$ cat src/hw/rtl/rdcs_pkg.sv
// Shared types, constants and helpers for the rolling digit clock sequencer.
package rdcs_pkg;

    localparam int NUM_SLOTS     = 4;
    localparam int SLOT_W        = 2;
    localparam int IDX_W         = 4;
    localparam int CHAR_W        = 4;
    localparam int FRAME_W       = 3;
    localparam int HOURS_W       = 5;
    localparam int MINUTES_W     = 6;
    localparam int FMT_W         = 2;
    localparam int MAX_STEPS_DEF = 8;
    localparam int QUEUE_DEPTH   = 2;
    localparam int QPTR_W        = $clog2(QUEUE_DEPTH);
    localparam int QCNT_W        = $clog2(QUEUE_DEPTH + 1);

    localparam logic [CHAR_W-1:0]    CODE_BLANK  = 4'd10;
    localparam logic [FMT_W-1:0]     FMT_24H     = 2'd0;
    localparam logic [FMT_W-1:0]     FMT_12H_ZERO = 2'd1;
    localparam logic                 KIND_STATUS = 1'b0;
    localparam logic                 KIND_DRAW   = 1'b1;
    localparam logic [HOURS_W-1:0]   HOURS_MAX   = 5'd23;
    localparam logic [MINUTES_W-1:0] MINUTES_MAX = 6'd59;
    localparam logic [HOURS_W-1:0]   HALF_DAY    = 5'd12;
    localparam logic [FRAME_W-1:0]   FRAME_MAX   = 3'd7;
    localparam logic [SLOT_W-1:0]    SLOT_HOUR_TENS = 2'd0;

    typedef enum logic [1:0] {
        MODE_SET    = 2'd0,
        MODE_UPDATE = 2'd1,
        MODE_STEP   = 2'd2,
        MODE_REDRAW = 2'd3
    } t_mode;

    // One classified item as it waits between front and back.
    typedef struct packed {
        t_mode                             mode;
        logic [NUM_SLOTS-1:0][IDX_W-1:0]   digits;
    } t_cmd;

    typedef struct packed {
        logic                 kind;
        logic                 clear_screen;
        logic [SLOT_W-1:0]    digit_slot;
        logic [CHAR_W-1:0]    shown_char;
        logic [CHAR_W-1:0]    target_char;
        logic [FRAME_W-1:0]   frame;
        logic                 rolling;
        logic                 last;
    } t_result;

    // Image code of a digit index; hour tens depends on the display format.
    function automatic logic [CHAR_W-1:0] code_of(
        input logic [SLOT_W-1:0] slot,
        input logic [IDX_W-1:0]  idx,
        input logic [FMT_W-1:0]  fmt
    );
        logic [CHAR_W-1:0] code;
        code = CODE_BLANK;
        if (slot != SLOT_HOUR_TENS) begin
            if (idx <= 4'd9) code = idx;
        end else if (fmt == FMT_24H) begin
            if (idx <= 4'd2) code = idx;
        end else if (fmt == FMT_12H_ZERO) begin
            if (idx <= 4'd1) code = idx;
        end else begin
            if (idx == 4'd1) code = 4'd1;
        end
        return code;
    endfunction

endpackage

$ cat src/hw/rtl/rdcs_front.sv
// Front end: accepts input beats and turns a time into four digit indices.
module rdcs_front (
    input  logic                             i_valid,
    input  rdcs_pkg::t_mode                  i_mode,
    input  logic [rdcs_pkg::HOURS_W-1:0]     i_hours,
    input  logic [rdcs_pkg::MINUTES_W-1:0]   i_minutes,
    input  logic [rdcs_pkg::FMT_W-1:0]       i_fmt,
    input  logic                             i_full,
    output logic                             o_ready,
    output logic                             o_push,
    output rdcs_pkg::t_cmd                   o_cmd
);

    logic [rdcs_pkg::HOURS_W-1:0]   hours_sat;
    logic [rdcs_pkg::HOURS_W-1:0]   hours_adj;
    logic [rdcs_pkg::MINUTES_W-1:0] minutes_sat;
    logic [1:0]                     hour_tens;
    logic [2:0]                     min_tens;
    logic [rdcs_pkg::HOURS_W-1:0]   hour_units;
    logic [rdcs_pkg::MINUTES_W-1:0] min_units;

    always_comb begin
        hours_sat = (i_hours > rdcs_pkg::HOURS_MAX) ? rdcs_pkg::HOURS_MAX : i_hours;
        minutes_sat = (i_minutes > rdcs_pkg::MINUTES_MAX) ? rdcs_pkg::MINUTES_MAX : i_minutes;

        hours_adj = hours_sat;
        if (i_fmt != rdcs_pkg::FMT_24H) begin
            if (hours_adj > rdcs_pkg::HALF_DAY) hours_adj = hours_adj - rdcs_pkg::HALF_DAY;
            if (hours_adj == '0) hours_adj = rdcs_pkg::HALF_DAY;
        end

        // values stay below 24 and 60: tens by compare ladder
        if (hours_adj >= 5'd20)      hour_tens = 2'd2;
        else if (hours_adj >= 5'd10) hour_tens = 2'd1;
        else                         hour_tens = 2'd0;

        if (minutes_sat >= 6'd50)      min_tens = 3'd5;
        else if (minutes_sat >= 6'd40) min_tens = 3'd4;
        else if (minutes_sat >= 6'd30) min_tens = 3'd3;
        else if (minutes_sat >= 6'd20) min_tens = 3'd2;
        else if (minutes_sat >= 6'd10) min_tens = 3'd1;
        else                           min_tens = 3'd0;

        hour_units = hours_adj - 5'(hour_tens * 4'd10);
        min_units  = minutes_sat - 6'(min_tens * 6'd10);

        o_cmd.mode      = i_mode;
        o_cmd.digits[0] = 4'(hour_tens);
        o_cmd.digits[1] = hour_units[3:0];
        o_cmd.digits[2] = 4'(min_tens);
        o_cmd.digits[3] = min_units[3:0];
    end

    assign o_ready = !i_full;
    assign o_push  = i_valid && !i_full;

endmodule

$ cat src/hw/rtl/rdcs_queue.sv
// Short command queue between front and back ends.
module rdcs_queue (
    input  logic            i_clk,
    input  logic            i_rst_n,
    input  logic            i_push,
    input  rdcs_pkg::t_cmd  i_cmd,
    input  logic            i_pop,
    output logic            o_full,
    output logic            o_valid,
    output rdcs_pkg::t_cmd  o_cmd
);

    rdcs_pkg::t_cmd                r_mem [rdcs_pkg::QUEUE_DEPTH];
    logic [rdcs_pkg::QPTR_W-1:0]   r_wr_ptr;
    logic [rdcs_pkg::QPTR_W-1:0]   r_rd_ptr;
    logic [rdcs_pkg::QCNT_W-1:0]   r_count;

    always_ff @(posedge i_clk) begin
        if (!i_rst_n) begin
            r_wr_ptr <= '0;
            r_rd_ptr <= '0;
            r_count  <= '0;
        end else begin
            if (i_push) r_wr_ptr <= r_wr_ptr + 1'b1;
            if (i_pop)  r_rd_ptr <= r_rd_ptr + 1'b1;
            if (i_push && !i_pop)      r_count <= r_count + 1'b1;
            else if (!i_push && i_pop) r_count <= r_count - 1'b1;
        end
    end

    always_ff @(posedge i_clk) begin
        if (i_push) r_mem[r_wr_ptr] <= i_cmd;
    end

    assign o_full  = (r_count == rdcs_pkg::QCNT_W'(rdcs_pkg::QUEUE_DEPTH));
    assign o_valid = (r_count != '0);
    assign o_cmd   = r_mem[r_rd_ptr];

endmodule

$ cat src/hw/rtl/rdcs_back.sv
// Back end: digit state, step and redraw sequencing, result output register.
module rdcs_back #(
    parameter int MAX_STEPS = rdcs_pkg::MAX_STEPS_DEF
) (
    input  logic                        i_clk,
    input  logic                        i_rst_n,
    input  logic                        i_cmd_valid,
    input  rdcs_pkg::t_cmd              i_cmd,
    input  logic [rdcs_pkg::FMT_W-1:0]  i_fmt,
    output logic                        o_pop,
    output logic                        o_valid,
    input  logic                        i_ready,
    output rdcs_pkg::t_result           o_result
);

    localparam int CNT_W = $clog2(MAX_STEPS);

    logic [rdcs_pkg::IDX_W-1:0] r_shown  [rdcs_pkg::NUM_SLOTS];
    logic [rdcs_pkg::IDX_W-1:0] r_target [rdcs_pkg::NUM_SLOTS];
    logic [CNT_W-1:0]           r_frame  [rdcs_pkg::NUM_SLOTS];
    logic                       r_rolling;
    logic [rdcs_pkg::SLOT_W-1:0] r_beat;
    logic                       r_valid;
    rdcs_pkg::t_result          r_result;

    logic [rdcs_pkg::IDX_W-1:0] n_shown  [rdcs_pkg::NUM_SLOTS];
    logic [rdcs_pkg::IDX_W-1:0] n_target [rdcs_pkg::NUM_SLOTS];
    logic [CNT_W-1:0]           n_frame  [rdcs_pkg::NUM_SLOTS];
    logic                       n_rolling;
    rdcs_pkg::t_result          res;

    logic                        advance;
    logic                        found;
    logic [rdcs_pkg::SLOT_W-1:0] sel;
    logic [CNT_W:0]              inc;
    logic                        beat_last;

    function automatic logic [rdcs_pkg::FRAME_W-1:0] frame_sat(input logic [CNT_W-1:0] cnt);
        if (32'(cnt) > 32'(rdcs_pkg::FRAME_MAX)) return rdcs_pkg::FRAME_MAX;
        return rdcs_pkg::FRAME_W'(cnt);
    endfunction

    assign advance   = i_cmd_valid && (!r_valid || i_ready);
    assign beat_last = (r_beat == rdcs_pkg::SLOT_W'(rdcs_pkg::NUM_SLOTS - 1));
    assign o_pop     = advance && ((i_cmd.mode != rdcs_pkg::MODE_REDRAW) || beat_last);

    always_comb begin
        n_shown   = r_shown;
        n_target  = r_target;
        n_frame   = r_frame;
        n_rolling = r_rolling;
        res       = '0;
        inc       = '0;

        // highest slot that differs goes first
        found = 1'b0;
        sel   = '0;
        for (int s = 0; s < rdcs_pkg::NUM_SLOTS; s++) begin
            if (r_shown[s] != r_target[s]) begin
                found = 1'b1;
                sel   = rdcs_pkg::SLOT_W'(s);
            end
        end

        case (i_cmd.mode)
            rdcs_pkg::MODE_SET, rdcs_pkg::MODE_UPDATE: begin
                for (int s = 0; s < rdcs_pkg::NUM_SLOTS; s++) begin
                    n_target[s] = i_cmd.digits[s];
                    if (i_cmd.mode == rdcs_pkg::MODE_SET) n_shown[s] = i_cmd.digits[s];
                    n_frame[s] = '0;
                end
                n_rolling   = (i_cmd.mode == rdcs_pkg::MODE_UPDATE);
                res.kind    = rdcs_pkg::KIND_STATUS;
                res.rolling = n_rolling;
                res.last    = 1'b1;
            end
            rdcs_pkg::MODE_STEP: begin
                if (found) begin
                    inc = {1'b0, r_frame[sel]} + 1'b1;
                    if (inc >= (CNT_W+1)'(MAX_STEPS)) begin
                        n_shown[sel] = r_target[sel];
                        n_frame[sel] = '0;
                    end else begin
                        n_frame[sel] = inc[CNT_W-1:0];
                    end
                    res.kind        = rdcs_pkg::KIND_DRAW;
                    res.digit_slot  = sel;
                    res.shown_char  = rdcs_pkg::code_of(sel, n_shown[sel], i_fmt);
                    res.target_char = rdcs_pkg::code_of(sel, r_target[sel], i_fmt);
                    res.frame       = frame_sat(n_frame[sel]);
                    res.rolling     = r_rolling;
                    res.last        = 1'b1;
                end else begin
                    n_rolling   = 1'b0;
                    res.kind    = rdcs_pkg::KIND_STATUS;
                    res.rolling = 1'b0;
                    res.last    = 1'b1;
                end
            end
            rdcs_pkg::MODE_REDRAW: begin
                res.kind         = rdcs_pkg::KIND_DRAW;
                res.clear_screen = (r_beat == '0);
                res.digit_slot   = r_beat;
                res.shown_char   = rdcs_pkg::code_of(r_beat, r_shown[r_beat], i_fmt);
                res.target_char  = rdcs_pkg::code_of(r_beat, r_target[r_beat], i_fmt);
                res.frame        = frame_sat(r_frame[r_beat]);
                res.rolling      = r_rolling;
                res.last         = beat_last;
            end
            default: begin
                res = '0;
            end
        endcase
    end

    always_ff @(posedge i_clk) begin
        if (!i_rst_n) begin
            for (int s = 0; s < rdcs_pkg::NUM_SLOTS; s++) begin
                r_shown[s]  <= '0;
                r_target[s] <= '0;
                r_frame[s]  <= '0;
            end
            r_rolling <= 1'b0;
            r_beat    <= '0;
            r_valid   <= 1'b0;
        end else begin
            if (advance) begin
                r_shown   <= n_shown;
                r_target  <= n_target;
                r_frame   <= n_frame;
                r_rolling <= n_rolling;
                r_valid   <= 1'b1;
                if (i_cmd.mode == rdcs_pkg::MODE_REDRAW) begin
                    r_beat <= beat_last ? '0 : r_beat + 1'b1;
                end
            end else if (i_ready) begin
                r_valid <= 1'b0;
            end
        end
    end

    always_ff @(posedge i_clk) begin
        if (advance) r_result <= res;
    end

    assign o_valid  = r_valid;
    assign o_result = r_result;

endmodule

$ cat src/hw/rtl/rolling_digit_clock_sequencer.sv
// Top level of the rolling digit clock sequencer: ports, format register, front/queue/back.
//
//  channel   dir  handshake           payload
//  s_*       in   s_tvalid/s_tready   tuser: mode; tdata: hours, minutes
//  m_*       out  m_tvalid/m_tready   tuser: kind; tdata: draw fields; tlast: last
//  apb       in   psel/penable/pready display_format at byte address 0
//
// Set, update and step items give one beat each in the back end; redraw gives four
// beats, one beat per cycle while m_tready allows, bound by the single output register.
// The front accepts a beat in every cycle while the two-entry queue has room.
// Reset is synchronous and clears digit state, queue and output at once.
// A stalled m_tready holds the output register; the queue then fills and s_tready drops.
module rolling_digit_clock_sequencer #(
    parameter int MAX_STEPS = rdcs_pkg::MAX_STEPS_DEF
) (
    input  logic        i_clk,
    input  logic        i_rst_n,
    input  logic        s_tvalid,
    output logic        s_tready,
    input  logic [15:0] s_tdata,   // hours[4:0], minutes[10:5], zero pad
    input  logic [1:0]  s_tuser,   // mode[1:0]
    output logic        m_tvalid,
    input  logic        m_tready,
    output logic [15:0] m_tdata,   // clear_screen[0], digit_slot[2:1], shown_char[6:3],
                                   // target_char[10:7], frame[13:11], rolling[14], pad
    output logic        m_tuser,   // kind[0]
    output logic        m_tlast,
    input  logic        psel,
    input  logic        penable,
    input  logic        pwrite,
    input  logic [2:0]  paddr,
    input  logic [31:0] pwdata,
    output logic [31:0] prdata,
    output logic        pready
);

    logic [rdcs_pkg::FMT_W-1:0] r_format;
    logic                       q_full;
    logic                       q_valid;
    logic                       push;
    logic                       pop;
    rdcs_pkg::t_cmd             front_cmd;
    rdcs_pkg::t_cmd             back_cmd;
    rdcs_pkg::t_result          result;

    assign pready = 1'b1;

    always_ff @(posedge i_clk) begin
        if (!i_rst_n) begin
            r_format <= rdcs_pkg::FMT_24H;
        end else if (psel && penable && pwrite && pready && !paddr[2]) begin
            r_format <= pwdata[rdcs_pkg::FMT_W-1:0];
        end
    end

    assign prdata = paddr[2] ? 32'd0 : 32'(r_format);

    rdcs_front u_front (
        .i_valid   (s_tvalid),
        .i_mode    (rdcs_pkg::t_mode'(s_tuser)),
        .i_hours   (s_tdata[4:0]),
        .i_minutes (s_tdata[10:5]),
        .i_fmt     (r_format),
        .i_full    (q_full),
        .o_ready   (s_tready),
        .o_push    (push),
        .o_cmd     (front_cmd)
    );

    rdcs_queue u_queue (
        .i_clk   (i_clk),
        .i_rst_n (i_rst_n),
        .i_push  (push),
        .i_cmd   (front_cmd),
        .i_pop   (pop),
        .o_full  (q_full),
        .o_valid (q_valid),
        .o_cmd   (back_cmd)
    );

    rdcs_back #(
        .MAX_STEPS (MAX_STEPS)
    ) u_back (
        .i_clk       (i_clk),
        .i_rst_n     (i_rst_n),
        .i_cmd_valid (q_valid),
        .i_cmd       (back_cmd),
        .i_fmt       (r_format),
        .o_pop       (pop),
        .o_valid     (m_tvalid),
        .i_ready     (m_tready),
        .o_result    (result)
    );

    assign m_tdata = {1'b0, result.rolling, result.frame, result.target_char,
                      result.shown_char, result.digit_slot, result.clear_screen};
    assign m_tuser = result.kind;
    assign m_tlast = result.last;

endmodule

$ cat config.mk
export PLATFORM = sky130hd
export DESIGN_NAME = rolling_digit_clock_sequencer
export DESIGN_NICKNAME = d
export VERILOG_FILES = /design/src/hw/rtl/rdcs_pkg.sv /design/src/hw/rtl/rdcs_front.sv /design/src/hw/rtl/rdcs_queue.sv /design/src/hw/rtl/rdcs_back.sv /design/src/hw/rtl/rolling_digit_clock_sequencer.sv
export SDC_FILE = /design/constraint.sdc
export NUM_CORES = 1
export LEC_CHECK = 0
export ABC_CLOCK_PERIOD_IN_PS = 4000
export BUFFER_PORTS_ARGS = -buffer_cell sky130_fd_sc_hd__buf_2
export CAP_MARGIN = 5
export CELL_PAD_IN_SITES_DETAIL_PLACEMENT = 0
export CELL_PAD_IN_SITES_GLOBAL_PLACEMENT = 1
export CORE_MARGIN = 5
export CORE_UTILIZATION = 34
export DETAILED_ROUTE_END_ITERATION = 10
export PLACE_DENSITY = 0.77
export SYNTH_ARGS = -nofsm -noshare
export SYNTH_HDL_FRONTEND = slang
export SYNTH_SLANG_ARGS = --single-unit
$ cat constraint.sdc
create_clock -name i_clk -period 4 [get_ports i_clk]
set_clock_uncertainty 0.05 [all_clocks]
set_input_delay 1.2 -clock i_clk [delete_from_list [all_inputs] [get_ports i_clk]]
set_output_delay 1.2 -clock i_clk [all_outputs]
set_load 0.01 [all_outputs]
* Yosys cells after proc, flatten, opt, wreduce, memory -nomap -nowiden
Memory sizes are Yosys's and may differ from the RTL's. A register that Yosys moved wholly into a read port is not among the register bits.
Index checks and enable logic that the tools add are counted.
Widths: inputs -> output; s select.
** Operators by class
- Multipliers :: 2
- Reductions and logical operators :: 33
- Eq/ne operators :: 18
- Muxes and demuxes :: 107
- $lt $le $gt $ge :: 26
- Bitwise logic cells :: 4
- $add $sub $neg :: 9
** Operators with widths (number)
- $mux 4 :: 41
- $mux 16 :: 4
- $mux 12 :: 4
- $mux 3 :: 11
- $bmux 4 s2 :: 4
- $pmux 16 s2 :: 1
- $pmux 13 s2 :: 1
- $mux 5 :: 5
- $pmux 12 s2 :: 1
- $bmux 3 s2 :: 3
- $bwmux 16 :: 1
- $eq 4x1->1 const B :: 4
- $le 4x1->1 const B :: 4
- $le 4x2->1 const B :: 4
- $le 4x4->1 const B :: 4
- $mux 2 :: 8
- $ne 4x4->1 :: 4
- $mux 1 :: 15
- $reduce_bool 2->1 :: 7
- $mux 13 :: 1
- $and 12x12->12 :: 1
- $bwmux 12 :: 1
- $ge 6x5->1 const B :: 2
- $ge 6x6->1 const B :: 2
- other kinds (38) :: 66
** Storage, ports and cells
- Memories kept :: 1
- Register bits after elaboration :: 71
- Output and inout bits :: 53
- Logic and storage cells :: 227
- RAM bits :: 30
- Input bits :: 60
** Memories
- u_queue.r_mem :: words 2, width 15, read ports 1, clocked after memory_dff 1, write ports 1, line rdcs_queue.sv:13 : rdcs_pkg::t_cmd r_mem [rdcs_pkg::QUEUE_DEPTH];

* Longest topological paths before layout
- Depth in word-level cells :: 23
- Mapped depth :: 13

* Hierarchy
A second synthesis with hierarchy kept.
** Second synthesis, totals
- Cells, all modules :: 704
- Area total of the unflattened synthesis :: 6636.4 µm²
** Modules (own cells, without submodules)
- rdcs_back :: instances 1, cells each 492, area an instance 4159.0 µm²
- rdcs_queue :: instances 1, cells each 78, area an instance 1521.5 µm²
- rdcs_front :: instances 1, cells each 89, area an instance 601.8 µm²
- rolling_digit_clock_sequencer :: instances 1, cells each 45, area an instance 354.1 µm²

* Least setup slack after synthesis
No wires, ideal clock.
- Kind :: in2reg
- Start point :: input s_tdata[3]
- End point :: memory u_queue.r_mem[0][5] (netlist bit) (data pin)
- Setup slack :: 0.201 ns
- Stages on the path :: 13
- Path buffers :: 0
- Required time :: 3.683 ns
- Arrival :: 3.482 ns
- Cell sequence :: nor2b_1 ha_1 nand2_1 a31oi_1 mux2i_1 a2bb2oi_1 o21a_1 nand2_1 nand3b_1 o21ai_0 ha_1 fa_1 xor2_1
** RTL lines
- start: declaration :: line rolling_digit_clock_sequencer.sv:20 : input logic [15:0] s_tdata,
- end: declaration :: line rdcs_queue.sv:13

==> metrics.md <==
| Metric | Value |
|---|---|
| Avg Cell Area, Syn | 9.68 um2 |
| Final #Nets | 728 |
| Post-route minimum period | 3.64 ns |
| Routed Antenna Nets | 0 |
| Initial antenna violation count | 0 |
| N_diodes | 0 |
| Top FF cell, synth | dfxtp_1 |
| Clk Latency, worst-skew pair | 0.36 ns |
| Largest area contributor in the netlist | edfxtp_1 |
| HP Class | flop to flop |
| Critical path depth in cells | 14 |
| Wire per inst | 17.6 um |
| Area contributors post-synth | edfxtp_1, dfxtp_1, mux2i_1 |
| CP Cell Sequence | buf_2 > nor2b_1 > ha_1 > nand2_1 > a31oi_1 > mux2i_1 > a2bb2oi_1 > o21a_1 > nand2_1 > nand3b_1 > o21ai_0 > ha_1 > fa_1 > xor2_1 |
| Clk buf depth | 2 |
| Routed WL | 15600 um |
| Share of layout cells above drive strength 1 | 17.2% |
| Critical R2R Capture | u_back.o_result[12] |
| Cell area after synthesis | 5900 um2 |
| Maximum VDD drop | 0.300 mV |
| Seq/Total Area, Yosys | 41.5% |
| Relative max-transition margin | 44.2% |
| Post-Layout Cell Count | 889 |
| Worst setup EP type | flop |
| Worst-Margin Slew | 0.836 ns |
| Dpl cells | 873 |
| Area grow syn2layout | 11.9% |
| DRC viols | 0 |
| RSZ-0062 raised after global routing | no |
| Die area | 20100 um2 |
| Number of buffers inserted by post-CTS setup repair | 0 |
| Cell family with most CP delay | adder cells |
| Yosys top cell area share | 23.9% |
| Root Driver | clkbuf_16 |
| Worst Reg-to-Reg Cells | 10 |
| Routability cong. | 0.964 |
| Port-buffer cells | 43 |
| Post-CTS sizing | 0 |
| Cts bufs inserted | 9 |
| Fin util | 38.5% |
| Synthesis-stage register bit count | 99 |
| First-pass GRT wire length | 25800 um |
| FF-to-FF setup slack | 0.53 ns |
| Crit Reg-Reg Startpoint | u_back.r_target[9] |
| Final Hold Slack | 0.441 ns |
| Buf+Inv Stages, Crit Path | 1 |
| Via count | 4889 |
| Iteration-0 DRC Markers | 446 |
| Critical path type | primary input to flop |
| CTS clk-pin slew, worst paths | 0.07 ns |
| Max Slew Vio Count | 0 |
| FFs w/ async S/R, synth | 0% |
| Site row count | 48 |
| Top Ports | 113 |
| Setup crit end | u_queue.r_mem[0][5] |
| Clock sinks | 99 |
| Pleak | 2.65 nW |
| CP arrival | 3.69 ns |
| CTS Hold Bufs | 0 |
| Largest net degree at the start of global routing | 52 |
| Number of global-route vias before repair | 4867 |
| Most frequent cells in the layout | nand2_1, dfxtp_1, edfxtp_1, nor2_1, buf_2 |
| Outcome | completed |
| Final hold viol count | 0 |
| Post-synthesis cell type count | 74 |
| Crit path largest cell delay | 0.37 ns |
| Gr ovfl total | 0 |
| CP Data Required Time | 4.04 ns |
| CP max stage cell | a31oi_1 |
| Origin of the worst setup path | s_tdata[3] |
| Die span in y | 142 um |
| CTS H-tree lvls | 3 |
| Core ar. | 17200 um2 |
| Dpl hpwl | 11800 um |
| Initial Utilization | 34.4% |
| Peak Freq | 0.274 GHz |
| CP max FO | 6 |
| Yosys warning count | 0 |
| CP Launch Type | primary input |
| Fin crit share | 91.1% |
| EDFF count, synth | 47 |
| Post-route cell area | 6610 um2 |
| DR pass1 iterations | 5 |
| Commonest non-fill, non-tap cell in the layout | nand2_1 |
| Gate Count Post-Synth | 610 |
| Placed inst area | 6320 um2 |
| TritonCTS clock tree | yes |
| Total power | 5.49 mW |
| Vias/cell | 5.50 |
| Final setup vio count | 0 |
| Chip width | 142 um |
| Total Routing Usage GR | 16.2% |
| Pwr dens | 830 nW/um2 |
| Maxcap violations | 0 |
[tightest hold or removal path: stages (launching register included)]
cell      delay, ns
dfxtp_1        0.32
nand2_1        0.05
a21boi_0       0.07
[report_power, final]
group | total (mW) | internal (mW) | switching (mW)
logic | 3.03 | 1.11 | 1.92
registers | 1.62 | 1.38 | 0.235
clock network | 0.838 | 0.449 | 0.390
total | 5.49 | 2.94 | 2.55
[cell type report]
class                           count  area, um2
Clock buffer                       11        243
Clock inverter                      5       45.0
Fill cell                        1728      10600
Inverter                           14       52.6
Multi-Input combinational cell    471       3160
Sequential cell                    99       2450
Tap cell                          225        282
Timing Repair Buffer               64        373
[synth_stat cells (4+ instances only)]
| cell | count |
|---|---|
| nand4_1 | 4 |
| a21boi_0 | 4 |
| mux2i_1 | 25 |
| inv_1 | 14 |
| nand3_1 | 11 |
| a31oi_1 | 8 |
| xor2_1 | 14 |
| and3_1 | 8 |
| o21ai_0 | 31 |
| a21oi_1 | 39 |
| nor3_1 | 11 |
| buf_2 | 4 |
| dfxtp_1 | 52 |
| o21ai_1 | 4 |
| o22ai_1 | 6 |
| o21a_1 | 5 |
| ha_1 | 7 |
| o211a_1 | 13 |
| nand2_1 | 64 |
| buf_4 | 32 |
| nor2b_1 | 22 |
| a22oi_1 | 11 |
| a2bb2oi_1 | 4 |
| mux4_2 | 10 |
| clkbuf_1 | 16 |
| edfxtp_1 | 47 |
| nor2_1 | 46 |
| o211ai_1 | 4 |
| or3_1 | 6 |
| and2_1 | 11 |
| xnor2_1 | 5 |
| o221a_2 | 6 |
[layer usage]
metal	vias up	wire length [um]	global-route usage [%]
met5	-	0	0
met4	0	461	7.12
met3	38	1100	2.86
met2	218	7340	26.2
met1	2330	6740	21.1
li1	2303	-	-
[how the worst min path moves through the flow]
stage / from / to / slack [ns] / cells after the start
3_3_place_gp: u_back.r_rolling / u_back.r_rolling / 0.42 / 2
4_1_cts: u_back.r_rolling / u_back.r_rolling / 0.45 / 2
5_1_grt: u_back.r_rolling / u_back.r_rolling / 0.47 / 2
6_report: u_back.r_rolling / u_back.r_rolling / 0.44 / 2
2_1_floorplan: u_back.r_rolling / u_back.r_rolling / 0.40 / 2
3_5_place_dp: u_back.r_rolling / u_back.r_rolling / 0.44 / 2
[registers in the layout, indices dropped and copies added (netlist names), 2 cells and up, named ones only]
| name | flops |
|---|---|
| u_back.r_target | 13 |
| u_back.o_result | 17 |
| r_format | 2 |
| u_queue.r_mem | 30 |
| u_back.r_shown | 16 |
| u_queue.r_count | 2 |
| u_back.r_beat | 2 |
| u_back.r_frame | 12 |
[cells by family after synthesis]
| group | count (synthesis) | synth area share (%) |
|---|---|---|
| xor gates and xnor gates | 19 | 2.82 |
| and+or+nand+nor | 203 | 17.4 |
| adders and majority gates | 9 | 2.16 |
| buffers and inverters | 70 | 6.82 |
| DFF | 99 | 41.5 |
| muxes | 39 | 8.86 |
| AOI/OAI and AO/OA | 169 | 20.2 |
| other | 2 | 0.127 |
[per-stage QoR]
stage               TNS (ns)  worst slack (ns)
floorplan                  0             0.201
global placement           0             0.107
detailed placement   -0.0138          -0.00693
CTS                        0             0.366
global route               0            0.0384
finish                     0             0.356
(Power assumes the default switching activity.)
